`config.mk`:
```
export PLATFORM = sky130hd
export DESIGN_NAME = coc_step
export DESIGN_NICKNAME = d
export VERILOG_FILES = /design/src/rtl/coc_pkg.sv /design/src/rtl/coc_step.sv
export SDC_FILE = /design/constraint.sdc
export NUM_CORES = 1
export LEC_CHECK = 0
export BUFFER_PORTS_ARGS = -buffer_cell sky130_fd_sc_hd__buf_2
export CELL_PAD_IN_SITES_DETAIL_PLACEMENT = 1
export CELL_PAD_IN_SITES_GLOBAL_PLACEMENT = 1
export CORE_MARGIN = 5
export CORE_UTILIZATION = 45
export DETAILED_ROUTE_END_ITERATION = 16
export PLACE_DENSITY = 0.83
export SETUP_SLACK_MARGIN = 0.2
export SYNTH_ARGS = -nofsm -noshare
export SYNTH_HDL_FRONTEND = slang
export SYNTH_SLANG_ARGS = --single-unit
```
`constraint.sdc`:
```
create_clock -name vclk -period 5.5
set_clock_uncertainty 0.2 [all_clocks]
set_input_delay 0.825 -clock vclk [all_inputs]
set_output_delay 0.825 -clock vclk [all_outputs]
set_load 0.01 [all_outputs]
```
`src/rtl/coc_pkg.sv`:
```
`timescale 1ns / 1ps
// Shared types and constants for the chord order counter.
// No dependencies; every other file imports this package.
package coc_pkg;

    // Default vector width and the fixed width of the payload fields
    localparam int CocWidth  = 16;
    localparam int CocFieldW = 16;

    // Step order held in the mode register
    typedef enum logic {
        MODE_BINARY = 1'b0,
        MODE_CHORD  = 1'b1
    } t_order_mode;

endpackage

```
`src/rtl/coc_step.sv`:
```
`timescale 1ns / 1ps
// Next-value logic of the counter: chord order or binary increment.
// Depends on coc_pkg for the order mode type.
module coc_step
    import coc_pkg::*;
#(
    parameter int WIDTH = CocWidth
) (
    input  logic [WIDTH-1:0] i_vec,
    input  t_order_mode      i_mode,
    output logic [WIDTH-1:0] o_next,
    output logic             o_wrap
);

    localparam int IW = $clog2(WIDTH);

    logic [WIDTH-1:0] w_lowest;
    logic [WIDTH:0]   w_sum;
    logic [WIDTH:0]   w_flip;
    logic [IW-1:0]    w_lsb;
    logic [IW:0]      w_pack_sh;
    logic [WIDTH:0]   w_packed;
    logic [WIDTH:0]   w_refill;
    logic             w_all_ones;
    logic             w_zero;
    logic [WIDTH-1:0] w_chord;

    // Isolate the lowest set bit and ripple it through the lowest run of ones
    assign w_lowest   = i_vec & (~i_vec + WIDTH'(1));
    assign w_sum      = {1'b0, i_vec} + {1'b0, w_lowest};
    assign w_flip     = {1'b0, i_vec} ^ w_sum;
    assign w_all_ones = &i_vec;
    assign w_zero     = (i_vec == '0);

    // Position of the lowest set bit
    always_comb begin
        w_lsb = '0;
        for (int i = WIDTH - 1; i >= 0; i--) begin
            if (i_vec[i]) begin
                w_lsb = IW'(i);
            end
        end
    end

    // Run of ones minus the moved bit, packed down to bit 0
    assign w_pack_sh = {1'b0, w_lsb} + (IW + 1)'(2);
    assign w_packed  = w_flip >> w_pack_sh;
    // Run reached the top: refill with one more set bit from bit 0
    assign w_refill  = w_flip >> w_lsb;

    always_comb begin
        priority if (w_all_ones) begin
            w_chord = '0;
        end else if (w_zero) begin
            w_chord = WIDTH'(1);
        end else if (w_sum[WIDTH]) begin
            w_chord = w_refill[WIDTH-1:0];
        end else begin
            w_chord = w_sum[WIDTH-1:0] | w_packed[WIDTH-1:0];
        end
    end

    // Select the order; both wrap from all ones to zero
    always_comb begin
        o_wrap = w_all_ones;
        unique case (i_mode)
            MODE_CHORD:  o_next = w_chord;
            MODE_BINARY: o_next = i_vec + WIDTH'(1);
            default:     o_next = i_vec + WIDTH'(1);
        endcase
    end

endmodule

```
==> results.sh <==
export IMPL_rsz0062_at_grt="yes"
export IMPL_p_leak_nw=1.19
export IMPL_critPathSlowestCell="or4b_4"
export IMPL_finalHoldViolCount=0
export IMPL_holdPathStages=3
export IMPL_setup_tns_ns=0
export IMPL_hold_path_endpoint="o_next[9]"
export IMPL_min_from="i_mode"
export IMPL_power_density_nw_per_um2=76.9
export IMPL_syn_area_um2=3070
export IMPL_path_class="in2out"
export IMPL_path_cells="buf_2 -> buf_4 -> ha_1 -> or4b_4 -> a311oi_4 -> o31ai_4 -> a211oi_2 -> mux2i_2 -> a221oi_2 -> a211oi_1 -> a311oi_1 -> o32ai_1 -> buf_2"
export IMPL_firstDrtPassIters=5
export IMPL_initial_core_util_pct=45.7
export IMPL_num_rows=30
export IMPL_synth_distinct_cells=83
export IMPL_fmax_mhz=191
export IMPL_p_switching_uw=166
export IMPL_port_buffers=34
export IMPL_yosys_warnings=0
export IMPL_via_count=4067
export IMPL_die_w_um=92.6
export IMPL_seqPwrFrac_pct=0
export IMPL_setup_viol=0
export IMPL_synth_area_leaders="nor2_1 5.9%, a21oi_1 5.7%, nand2_1 4.5%"
export IMPL_final_area_um2=3320
export IMPL_grt_start_max_net_pins=26
export IMPL_drt_total_wl_um=13500
export IMPL_grt_pass1_vias=3961
export IMPL_grt_pass1_wl_um=21100
export IMPL_p_int_uw=89.4
export IMPL_cp_top_family="compound AO/OA/AOI/OAI gates"
export IMPL_nClkBuffers=0
export IMPL_coreArea_um2=6720
export IMPL_gp_congestion=1.00
export IMPL_hold_path_class="in2out"
export IMPL_finalCriticalPeriod_ns=5.25
export IMPL_ys_seq_area_share_pct=0
export IMPL_synth_top_family_by_area="compound AO/OA/AOI/OAI gates"
export IMPL_num_antenna_cells=0
export IMPL_wire_per_inst_um=23.9
export IMPL_drc=0
export IMPL_crit_path_start_kind="primary input"
export IMPL_slew_violations=0
export IMPL_seq_cells=0
export IMPL_maxCapViolCount=0
export IMPL_worst_path_most_repeated_cell="buf_2"
export IMPL_antenna_found_initial=0
export IMPL_share_comb_of_total_power_pct=100.0
export IMPL_synth_xor_area_share_pct=6.28
export IMPL_synth_top_area_cell="nor2_1"
export IMPL_synth_mux_area_share_pct=2.49
export IMPL_synth_top_area_share_pct=5.87
export IMPL_critPathMaxStageDelay_ns=0.58
export IMPL_fin_nets=509
export IMPL_drtAntennaViolNets=0
export IMPL_vdd_drop_max_mv=0.0423
export IMPL_crit_buf_inv=3
export IMPL_max_slew_margin_pct=45.5
export IMPL_swShare_pct=64.9
export IMPL_synth_adder_area_share_pct=2.44
export IMPL_dp_hpwl_um=10300
export IMPL_io_pins=34
export IMPL_die_height_um=92.6
export IMPL_via_per_inst=7.21
export IMPL_drive_gt1_share_pct=21.3
export IMPL_ff_latch_area_um2=0
export IMPL_worstPathRequired_ns=4.47
export IMPL_crit_fanout=16
export IMPL_synthCells=479
export IMPL_tightest_slew_ns=0.796
export IMPL_period_share_pct=95.4
export IMPL_synth_simple_area_share_pct=36.3
export IMPL_drt_iter0_drc=419
export IMPL_end_kind="output pin"
export IMPL_area_growth_pct=7.99
export IMPL_synth_compound_area_share_pct=43.6
export IMPL_p_clk_share_pct=0
export IMPL_worstPathArrival_ns=4.22
export IMPL_place_area_um2=3260
export IMPL_grt_overflow=0
export IMPL_grt_total_usage_pct=29.9
export IMPL_syn_num_nets=502
export IMPL_status="complete, no violations"
export IMPL_avgSynthCellArea_um2=6.41
export IMPL_die_area_um2=8570
## worst max-delay path by stage
stage / startpoint / to / slack, ns / cells after the start
global placement: i_vec[1] / o_next[1] / 0.29 / 15
floorplan: i_vec[0] / o_next[0] / 0.58 / 15
global route: i_vec[1] / o_next[3] / 0.14 / 17
CTS: i_vec[1] / o_next[1] / 0.23 / 15
detailed placement: i_vec[1] / o_next[1] / 0.24 / 15
finish: i_vec[1] / o_next[1] / 0.25 / 13
## synth_stat cells, types with 5 or more instances
cell type  count
a211oi_1      15
a21o_1         5
a21oi_1       35
a31oi_1        9
and2_1         7
and3_1         6
buf_2         24
clkbuf_1      23
ha_1           6
inv_1         11
mux2_2         5
nand2_1       37
nand2b_1      10
nand3_1       21
nor2_1        48
nor2b_1        5
nor3_1        20
nor3b_1        5
nor4_1         7
o211ai_1       7
o21ai_0       21
o21ai_1        6
o22ai_1       10
o31ai_1        5
o32ai_1        6
xnor2_1       14
xor2_1         8
## cells by family after synthesis
logic type | after synthesis
AO/OA/AOI/OAI | 179
XOR/XNOR | 22
adder cells (fa/ha/maj) | 6
buffers and inverters | 63
multiplexers | 7
AND/OR/NAND/NOR | 202
## area by class of cell
cell class / instances / area (um^2)
fillers: 931 / 3400
multi-input cells: 416 / 2830
well taps: 80 / 100
repair buffers: 57 / 343
inverters: 11 / 41.3
## power by group through the flow
| stage | sequential, mW | combinational [mW] | clock, mW |
|---|---|---|---|
| finish | 0 | 0.255 | 0 |
| global route | 0 | 0.272 | 0 |
| CTS | 0 | 0.243 | 0 |
| detailed placement | 0 | 0.242 | 0 |
| global placement | 0 | 0.234 | 0 |
| floorplan | 0 | 0.171 | 0 |
## cells in the final DEF, fill, tap and decap left out, types with 5 or more instances in the layout
| master | Yosys | routed |
|---|---|---|
| nor2_1 | 48 | 48 |
| nand2_1 | 37 | 37 |
| a21oi_1 | 35 | 35 |
| buf_2 | 24 | 34 |
| buf_4 | 2 | 23 |
| nand3_1 | 21 | 21 |
| o21ai_0 | 21 | 21 |
| nor3_1 | 20 | 19 |
| a211oi_1 | 15 | 15 |
| xnor2_1 | 14 | 14 |
| inv_1 | 11 | 11 |
| nand2b_1 | 10 | 10 |
| o22ai_1 | 10 | 10 |
| a31oi_1 | 9 | 9 |
| xor2_1 | 8 | 8 |
| and2_1 | 7 | 7 |
| nor4_1 | 7 | 7 |
| o211ai_1 | 7 | 7 |
| and3_1 | 6 | 6 |
| o21ai_1 | 6 | 6 |
| o32ai_1 | 6 | 6 |
| ha_1 | 6 | 6 |
| a21o_1 | 5 | 5 |
| o31ai_1 | 5 | 5 |
| nor2b_1 | 5 | 5 |
| mux2_2 | 5 | 5 |
## routing by layer
layer / share of wire (%) / wire length (um) / global-route usage, %
met2: 46 / 6180 / 50.0
met5: 0 / 0 / 0
met3: 7.6 / 1020 / 3.33
met4: 3.9 / 522 / 10.9
met1: 43 / 5730 / 39.4
## stage by stage
stage	setup slack, ns	util, %	power, mW	std cells	hold slack [ns]
after floorplan	0.578	-	0.171	479	1.74
after global placement	0.285	48.6	0.234	562	1.96
after detailed placement	0.242	48.6	0.242	562	1.99
after CTS	0.234	48.6	0.243	562	1.99
after global routing	0.137	49.3	0.272	564	2.01
final	0.251	49.3	0.255	564	1.98
## timing repair
action / in CTS / in global routing
buffers inserted: 0 / 2
gates resized for setup: 0 / 6
endpoints found under the hold margin: 0 / 0
hold buffers: 0 / 0
setup endpoints to repair: 0 / 11
Power figures use the tool's default switching activity.
